File: src/sv/tfe_pkg.sv
// Shared constants for the tagged frame escape encoder: byte width, register
// map, reset values and the tag search helper. No dependencies.
package tfe_pkg;

  localparam int BYTE_W   = 8;
  localparam int CFG_AW   = 5;
  localparam int CFG_DW   = 32;
  localparam int REG_IW   = 3;

  typedef logic [BYTE_W-1:0] byte_t;
  typedef logic [REG_IW-1:0] reg_idx_t;

  localparam reg_idx_t REG_DELIMITER = 3'd0;
  localparam reg_idx_t REG_ESCAPE    = 3'd1;
  localparam reg_idx_t REG_SPECIAL   = 3'd2;
  localparam reg_idx_t REG_NEWLINE   = 3'd3;
  localparam reg_idx_t REG_MASK      = 3'd4;
  localparam reg_idx_t REG_DROP      = 3'd5;

  localparam byte_t RST_DELIMITER = 8'd10;
  localparam byte_t RST_ESCAPE    = 8'd16;
  localparam byte_t RST_SPECIAL   = 8'd17;
  localparam byte_t RST_NEWLINE   = 8'd10;
  localparam byte_t RST_MASK      = 8'd128;
  localparam byte_t RST_TAG       = 8'd255;

  // At most three values are excluded, so four candidates always suffice.
  localparam int TAG_STEPS = 4;

  // Result count of one item.
  typedef logic [1:0] res_cnt_t;
  localparam res_cnt_t RES_NONE = 2'd0;
  localparam res_cnt_t RES_ONE  = 2'd1;
  localparam res_cnt_t RES_TWO  = 2'd2;

  // Pick the first of tag+1 .. tag+4 that is not an excluded value; fall
  // back to tag+4 if all are excluded.
  function automatic byte_t next_tag(byte_t tag, byte_t delim, byte_t esc,
                                     byte_t spec);
    byte_t cand;
    byte_t pick;
    logic  found;
    pick  = tag + byte_t'(TAG_STEPS);
    found = 1'b0;
    for (int i = 1; i <= TAG_STEPS; i++) begin
      cand = tag + byte_t'(i);
      if (!found && cand != delim && cand != esc && cand != spec) begin
        pick  = cand;
        found = 1'b1;
      end
    end
    return pick;
  endfunction

endpackage

File: src/sv/tfe_if.sv
// Request channel interfaces of the tagged frame escape encoder: the input
// item channel and the frame byte channel. Depends on tfe_pkg.
interface tfe_in_if;
  import tfe_pkg::*;

  logic  valid;
  logic  ready;
  logic  cmd;
  byte_t data;
  logic  last;

  modport source (output valid, cmd, data, last, input ready);
  modport sink   (input valid, cmd, data, last, output ready);
endinterface

interface tfe_out_if;
  import tfe_pkg::*;

  logic  valid;
  logic  ready;
  byte_t out_byte;
  logic  out_last;

  modport source (output valid, out_byte, out_last, input ready);
  modport sink   (input valid, out_byte, out_last, output ready);
endinterface

File: src/sv/tagged_frame_escape_encoder.sv
// Tagged frame escape encoder top level: input register, tag and escape
// encoding, two-byte result register. Depends on tfe_pkg and tfe_if.
//
// Usage: a header request (cmd = 0) advances the 8-bit tag past any value
// equal to the delimiter, escape or special code and emits the tag, then the
// command id. A payload request (cmd = 1) emits its byte, or the escape code
// followed by the byte ORed with mask_bits when the byte equals the newline
// or escape code. With drop_commands set the tag still advances but nothing
// is emitted. out_last marks the final byte of a request with last = 1.
// Rate: the output link moves one byte per cycle while the sink is ready; a
// dropped request never waits for the result register. An accepted request
// passes the input register, then the result register, before its first
// output byte. The input register takes a new request while the result
// register still holds bytes. Configuration must be written through the APB
// port only while no request is in flight; the block does not enforce it.
module tagged_frame_escape_encoder (
  input  logic                      clk,
  input  logic                      rst_n,
  tfe_in_if.sink                    in_ch,
  tfe_out_if.source                 out_ch,
  input  logic                      psel,
  input  logic                      penable,
  input  logic                      pwrite,
  input  logic [tfe_pkg::CFG_AW-1:0] paddr,
  input  logic [tfe_pkg::CFG_DW-1:0] pwdata,
  output logic [tfe_pkg::CFG_DW-1:0] prdata,
  output logic                      pready
);
  import tfe_pkg::*;

  // Configuration registers
  byte_t delim_r, esc_r, spec_r, nl_r, mask_r;
  logic  drop_r;

  // Input register
  logic  inv_r;
  logic  cmd_r;
  byte_t data_r;
  logic  last_r;

  // Tag state
  byte_t tag_r, tag_nxt;

  // Result register: up to two bytes, shown one at a time
  res_cnt_t cnt_r, cnt_nxt;
  byte_t    b0_r, b0_nxt, b1_r, b1_nxt;
  logic     l0_r, l0_nxt, l1_r, l1_nxt;

  logic     cfg_wr;
  reg_idx_t cfg_idx;
  logic     in_fire, out_fire;
  logic     is_hdr, need_esc;
  byte_t    tag_sel;
  res_cnt_t res_n;
  byte_t    res_b0, res_b1;
  logic     res_l0;
  logic     pair_free, adv, load;

  // ---------------------------------------------------------------- config
  assign pready  = 1'b1;
  assign cfg_idx = paddr[CFG_AW-1:2];
  assign cfg_wr  = psel && penable && pwrite && pready;

  always_ff @(posedge clk) begin
    if (!rst_n) begin
      delim_r <= RST_DELIMITER;
      esc_r   <= RST_ESCAPE;
      spec_r  <= RST_SPECIAL;
      nl_r    <= RST_NEWLINE;
      mask_r  <= RST_MASK;
      drop_r  <= 1'b0;
    end else if (cfg_wr) begin
      case (cfg_idx)
        REG_DELIMITER: delim_r <= pwdata[BYTE_W-1:0];
        REG_ESCAPE:    esc_r   <= pwdata[BYTE_W-1:0];
        REG_SPECIAL:   spec_r  <= pwdata[BYTE_W-1:0];
        REG_NEWLINE:   nl_r    <= pwdata[BYTE_W-1:0];
        REG_MASK:      mask_r  <= pwdata[BYTE_W-1:0];
        REG_DROP:      drop_r  <= pwdata[0];
        default: ;  // drop writes beyond the register map
      endcase
    end
  end

  always_comb begin
    case (cfg_idx)
      REG_DELIMITER: prdata = CFG_DW'(delim_r);
      REG_ESCAPE:    prdata = CFG_DW'(esc_r);
      REG_SPECIAL:   prdata = CFG_DW'(spec_r);
      REG_NEWLINE:   prdata = CFG_DW'(nl_r);
      REG_MASK:      prdata = CFG_DW'(mask_r);
      REG_DROP:      prdata = CFG_DW'(drop_r);
      default:       prdata = '0;
    endcase
  end

  // ---------------------------------------------------------- input stage
  // Take a new request when the input register is empty or the held one leaves this cycle.
  assign in_ch.ready = !inv_r || adv;
  assign in_fire     = in_ch.valid && in_ch.ready;

  always_ff @(posedge clk) begin
    if (!rst_n) begin
      inv_r <= 1'b0;
    end else if (in_fire) begin
      inv_r <= 1'b1;
    end else if (adv) begin
      inv_r <= 1'b0;
    end
  end

  always_ff @(posedge clk) begin
    if (in_fire) begin
      cmd_r  <= in_ch.cmd;
      data_r <= in_ch.data;
      last_r <= in_ch.last;
    end
  end

  // ---------------------------------------------------------------- encode
  assign is_hdr   = !cmd_r;
  assign need_esc = (data_r == nl_r) || (data_r == esc_r);
  assign tag_sel  = next_tag(tag_r, delim_r, esc_r, spec_r);

  always_comb begin
    if (drop_r) begin
      res_n = RES_NONE;
    end else if (is_hdr || need_esc) begin
      res_n = RES_TWO;
    end else begin
      res_n = RES_ONE;
    end
  end

  // Header: tag then id. Escaped payload: escape then masked byte.
  assign res_b0 = is_hdr ? tag_sel : (need_esc ? esc_r : data_r);
  assign res_b1 = is_hdr ? data_r : (data_r | mask_r);
  assign res_l0 = (res_n == RES_ONE) ? last_r : 1'b0;

  // Advance when the result register is empty or empties this cycle; dropped
  // requests carry no bytes and never wait.
  assign out_fire  = out_ch.valid && out_ch.ready;
  assign pair_free = (cnt_r == RES_NONE) || (cnt_r == RES_ONE && out_fire);
  assign adv       = inv_r && (res_n == RES_NONE || pair_free);
  assign load      = adv && (res_n != RES_NONE);

  assign tag_nxt = (adv && is_hdr) ? tag_sel : tag_r;

  always_ff @(posedge clk) begin
    if (!rst_n) begin
      tag_r <= RST_TAG;
    end else begin
      tag_r <= tag_nxt;
    end
  end

  // --------------------------------------------------------- result stage
  always_comb begin
    cnt_nxt = cnt_r;
    b0_nxt  = b0_r;
    l0_nxt  = l0_r;
    b1_nxt  = b1_r;
    l1_nxt  = l1_r;
    if (load) begin
      cnt_nxt = res_n;
      b0_nxt  = res_b0;
      l0_nxt  = res_l0;
      b1_nxt  = res_b1;
      l1_nxt  = last_r;
    end else if (out_fire) begin
      if (cnt_r == RES_TWO) begin
        // advance the second byte to the front
        cnt_nxt = RES_ONE;
        b0_nxt  = b1_r;
        l0_nxt  = l1_r;
      end else begin
        cnt_nxt = RES_NONE;
      end
    end
  end

  always_ff @(posedge clk) begin
    if (!rst_n) begin
      cnt_r <= RES_NONE;
    end else begin
      cnt_r <= cnt_nxt;
    end
  end

  always_ff @(posedge clk) begin
    b0_r <= b0_nxt;
    l0_r <= l0_nxt;
    b1_r <= b1_nxt;
    l1_r <= l1_nxt;
  end

  assign out_ch.valid    = (cnt_r != RES_NONE);
  assign out_ch.out_byte = b0_r;
  assign out_ch.out_last = l0_r;

  // ------------------------------------------------------------ assertions
  // A fresh tag never equals an excluded code.
  a_tag_allowed: assert property (@(posedge clk) disable iff (!rst_n)
    (adv && is_hdr) |=> (tag_r != $past(delim_r) && tag_r != $past(esc_r) &&
                         tag_r != $past(spec_r)))
    else $error("tag took an excluded value");

  // A held request stays until it advances.
  a_in_hold: assert property (@(posedge clk) disable iff (!rst_n)
    (inv_r && !adv) |=> (inv_r && $stable(data_r) && $stable(cmd_r)))
    else $error("held request lost");

  // A load never overwrites pending bytes.
  a_no_overwrite: assert property (@(posedge clk) disable iff (!rst_n)
    load |-> (cnt_r == RES_NONE || (cnt_r == RES_ONE && out_fire)))
    else $error("result register overwritten");

  // A pending pair stays unchanged while the sink stalls.
  a_cnt_range: assert property (@(posedge clk) disable iff (!rst_n)
    (cnt_r == RES_TWO && !out_fire) |=> (cnt_r == RES_TWO && $stable(b0_r)))
    else $error("pending pair changed while stalled");

endmodule
File: src/flat_wrapper.sv
// flat-port wrapper written by rule: the top's interface ports become plain ports
module tagged_frame_escape_encoder_flat import tfe_pkg::*;
  (clk, rst_n, psel, penable, pwrite, paddr, pwdata, prdata, pready, in_ch_valid, in_ch_cmd, in_ch_data, in_ch_last, in_ch_ready, out_ch_valid, out_ch_out_byte, out_ch_out_last, out_ch_ready);
  tfe_in_if in_ch_i ();
  tfe_out_if out_ch_i ();
  input  logic clk;
  input  logic rst_n;
  input  logic psel;
  input  logic penable;
  input  logic pwrite;
  input  logic [tfe_pkg::CFG_AW-1:0] paddr;
  input  logic [tfe_pkg::CFG_DW-1:0] pwdata;
  output logic [tfe_pkg::CFG_DW-1:0] prdata;
  output logic pready;
  input wire logic [$bits(in_ch_i.valid)-1:0] in_ch_valid;
  input wire logic [$bits(in_ch_i.cmd)-1:0] in_ch_cmd;
  input wire logic [$bits(in_ch_i.data)-1:0] in_ch_data;
  input wire logic [$bits(in_ch_i.last)-1:0] in_ch_last;
  output wire logic [$bits(in_ch_i.ready)-1:0] in_ch_ready;
  output wire logic [$bits(out_ch_i.valid)-1:0] out_ch_valid;
  output wire logic [$bits(out_ch_i.out_byte)-1:0] out_ch_out_byte;
  output wire logic [$bits(out_ch_i.out_last)-1:0] out_ch_out_last;
  input wire logic [$bits(out_ch_i.ready)-1:0] out_ch_ready;
  assign in_ch_i.valid = in_ch_valid;
  assign in_ch_i.cmd = in_ch_cmd;
  assign in_ch_i.data = in_ch_data;
  assign in_ch_i.last = in_ch_last;
  assign in_ch_ready = in_ch_i.ready;
  assign out_ch_valid = out_ch_i.valid;
  assign out_ch_out_byte = out_ch_i.out_byte;
  assign out_ch_out_last = out_ch_i.out_last;
  assign out_ch_i.ready = out_ch_ready;
  tagged_frame_escape_encoder u_core (.clk(clk), .rst_n(rst_n), .in_ch(in_ch_i), .out_ch(out_ch_i), .psel(psel), .penable(penable), .pwrite(pwrite), .paddr(paddr), .pwdata(pwdata), .prdata(prdata), .pready(pready));
endmodule
File: config.mk
export PLATFORM = sky130hd
export DESIGN_NAME = tagged_frame_escape_encoder_flat
export DESIGN_NICKNAME = d
export VERILOG_FILES = /design/src/sv/tfe_pkg.sv /design/src/sv/tfe_if.sv /design/src/sv/tagged_frame_escape_encoder.sv /design/src/flat_wrapper.sv
export SDC_FILE = /design/constraint.sdc
export NUM_CORES = 1
export LEC_CHECK = 0
export BUFFER_PORTS_ARGS = -buffer_cell sky130_fd_sc_hd__buf_2
export CORE_UTILIZATION = 52
export DETAILED_ROUTE_END_ITERATION = 8
export GPL_ROUTABILITY_DRIVEN = 1
export HOLD_SLACK_MARGIN = 0.02
export PLACE_DENSITY = 0.78
export RECOVER_POWER = 50
export REMOVE_ABC_BUFFERS = 1
export SLEW_MARGIN = 25
export SYNTH_ARGS = -nofsm -noshare
export SYNTH_HDL_FRONTEND = slang
export SYNTH_SLANG_ARGS = --single-unit
File: constraint.sdc
create_clock -name clk -period 3.5 [get_ports clk]
set_input_delay 0.175 -clock clk [delete_from_list [all_inputs] [get_ports clk]]
set_output_delay 0.175 -clock clk [all_outputs]
set_load 0.03 [all_outputs]
==> impl_metrics.yaml <==
power_and_ir_drop:
  ir_drop_uv: 338
  power_mw: 2.45
  p_per_area_nw_per_um2: 375
  leakage_nw: 2.69
critical_path:
  r2r_cells: 11
  timing.rr.end: "u_core.out_ch.out_byte[6]"
  path_max_fanout: 23
  rr_startpoint: "u_core.tag_r[4]"
  crit_type: "flop to flop"
  worstPathRequired_ns: 3.60
  critPathLaunchType: "flop"
  regToRegSetupSlack_ns: 0.16
  critPathLaunch: "u_core.tag_r[4]"
  end_kind: "flop"
  crit_path_end: "u_core.out_ch.out_byte[6]"
  arrival_ns: 3.44
clock_network:
  cts-root-buf: "clkbuf_8"
  post_cts_buffers: 0
  clk_latency_ns: 0.36
  cts.htree.levels: 3
  numCtsBuffers: 9
  cts_num_sinks: 80
  cts_buffer_depth: 2
  cts_tree: "done"
  clk_pin_slew_ns: 0.09
routing:
  drc: 0
  finalWirelength_um: 16000
  vias: 4947
  drtIter0Drc: 360
  wl_per_cell_um: 19.2
  ant_nets: 0
  dr.pass1.iters: 5
  vias_per_cell: 5.92
sta:
  relSlewSlack_pct: -63.2
  fin_crit_sh_pct: 95.4
  min_period_ns: 3.34
  fin_skew_ns: 0.0131
  max_freq_mhz: 299
  finalHoldViolCount: 0
  tightest_slew_ns: 2.41
  worst_slack_ns: 0.160
  rsz0062_at_grt: "no"
  hold_ws_ns: 0.109
  drv_slew: 9
  setup_viol: 0
cells_and_area:
  final_cell_area_um2: 6550
  area_delta_synth_final_pct: 12.4
  layout.nets: 751
  multi_input_area_um2: 3640
  final_common_cell: "mux2i_1"
  final_cell_mix: "65 x mux2i_1, 53 x xnor2_1, 49 x dfxtp_1"
  diodes: 0
  regArea_um2: 1890
  drive_gt1_share_pct: 15.5
  n_fill_cell: 906
placement:
  place_area_um2: 6210
  portBuffers: 46
  place_ws_ns: -0.0776
  gp_congestion: 1.02
  hpwl_um: 12000
yosys:
  synthMuxAreaShare_pct: 11.7
  synth_compound_area_share_pct: 13.5
  yosys.area.top_type: "dfxtp_1"
  synth_area_leaders: "dfxtp_1 18%, edfxtp_1 14%, mux2i_1 11%"
  synth.avg_cell_area_um2: 9.12
  ys_seq_area_share_pct: 32.3
  syn_inst: 639
  synthXorXnorAreaFrac_pct: 14.6
  synth_top_area_share_pct: 17.9
  synthFlopType: "dfxtp_1"
  synth_fa_ha_area_share_pct: 1.29
  ys_warn_count: 0
  synth_async_sr_flop_share_pct: 0
  synth_area_um2: 5830
  synth_edf_count: 28
  synth_top_family_by_area: "simple AND/OR/NAND/NOR gates"
  synth.distinct_cells: 63
  ys_ff_latch: 80
  yosys.area_share.simple_pct: 18.4
floorplan:
  io_pins: 98
  dieWidth_um: 108
  core_area_um2: 10900
  num_rows: 38
  fp.dieH_um: 108
  initial_core_util_pct: 53.5
  die_area_um2: 11600
status:
  status: "finished, violations left"
  violations: "max-capacitance violations, max-slew violations"
global_routing:
  antenna_found_initial: 0
  grtUsageTotal_pct: 28.6
  grt-ovfl-total: 0
  first_global_vias: 4618
  grt_pass1_wl_um: 24900
  grt_max_degree: 54
run:
  drv_cap: 1
min_path:
  min_path_type: "primary input to flop"
  hold_depth: 3
-- power by group --
part	total, mW	switching (mW)	internal, mW
Sequential	1.03	0.0345	1.00
Clock	0.680	0.346	0.333
Combinational	0.739	0.432	0.307
-- Yosys cell counts, drive strengths merged (7+ instances only) --
library cell	n
nor2	28
o21ai	22
nor3	18
xor2	15
nand3	20
a21oi	24
mux2i	65
a211oi	7
a21o	10
o22ai	11
nand2	41
dfxtp	52
edfxtp	28
inv	14
clkbuf	24
o211ai	12
buf	49
nor2b	37
xnor2	55
a31oi	7
-- per-layer routing --
metal / wire length [um] / up-vias / part of all wire [%] / track usage [%]
li1: - / 2329 / - / -
met1: 6890 / 2347 / 43 / 37.7
met2: 7590 / 224 / 47 / 46.3
met3: 892 / 47 / 5.6 / 3.87
met4: 660 / 0 / 4.1 / 12.9
met5: 0 / - / 0 / 0
-- worst min-delay path by stage --
stage,start,end,slack [ns]
after global placement,in_ch_data[5],u_core.data_r[5],0.35
after floorplan,rst_n,u_core.delim_r[1],0.24
final,pwdata[3],u_core.nl_r[3],0.11
after global routing,pwdata[3],u_core.nl_r[3],0.11
after CTS,pwdata[3],u_core.nl_r[3],0.09
after detailed placement,in_ch_data[4],u_core.data_r[4],0.35
-- per-stage QoR --
stage          setup TNS [ns]  cells  util, %
6_report                    0    836     60.1
5_1_grt                     0    836     60.1
4_1_cts                     0    836     59.8
3_5_place_dp          -0.0776    810     57.0
3_3_place_gp          -0.0222    810     57.0
2_1_floorplan         -0.0792    589        -
-- worst max-delay path, cell delays in order, from the launching register on --
cell and delay, ns:
dfxtp_1 0.53, buf_12 0.22, or3b_2 0.46, a211oi_1 0.28, a2111o_1 0.19, nor4_2 0.05, or3_1 0.40, o21ai_1 0.23
buf_4 0.19, nor2_1 0.04, a211oi_1 0.33, o21ai_0 0.15
-- flip-flops by register name, indices dropped and copies added (netlist names) --
name	cells
u_core.l1_r	1
u_core.nl_r	8
u_core.cnt_r	2
u_core.tag_r	8
u_core.data_r	8
u_core.out_ch.out_last	1
u_core.b1_r	8
u_core.last_r	1
u_core.esc_r	8
u_core.delim_r	8
u_core.spec_r	8
u_core.out_ch.out_byte	8
u_core.inv_r	1
u_core.drop_r	1
u_core.cmd_r	1
u_core.mask_r	8
-- layout make-up --
| cell class | count | area share [%] |
|---|---|---|
| clock buffer | 10 | 1.95 |
| clock inverter | 6 | 1.05 |
| inverter | 14 | 0.802 |
| multi-input combinational | 495 | 55.6 |
| sequential | 80 | 28.8 |
| tap | 140 | 2.67 |
| timing repair buffer | 91 | 9.15 |
-- kinds of logic after synthesis --
logic type,after synthesis
simple gates,198
compound gates,119
buf+inv,87
xor+xnor,80
flops,80
mux,67
fa+ha+maj,6
other cells,2
-- timing repair --
item | in CTS | in global routing
gates resized for setup | 2 | 17
pin swaps | 1 | 3
hold buffers | 10 | 0
endpoints found under the setup margin | 1 | 11
hold endpoints to repair | 10 | 0
No activity file was read; power rests on OpenSTA's default activity.
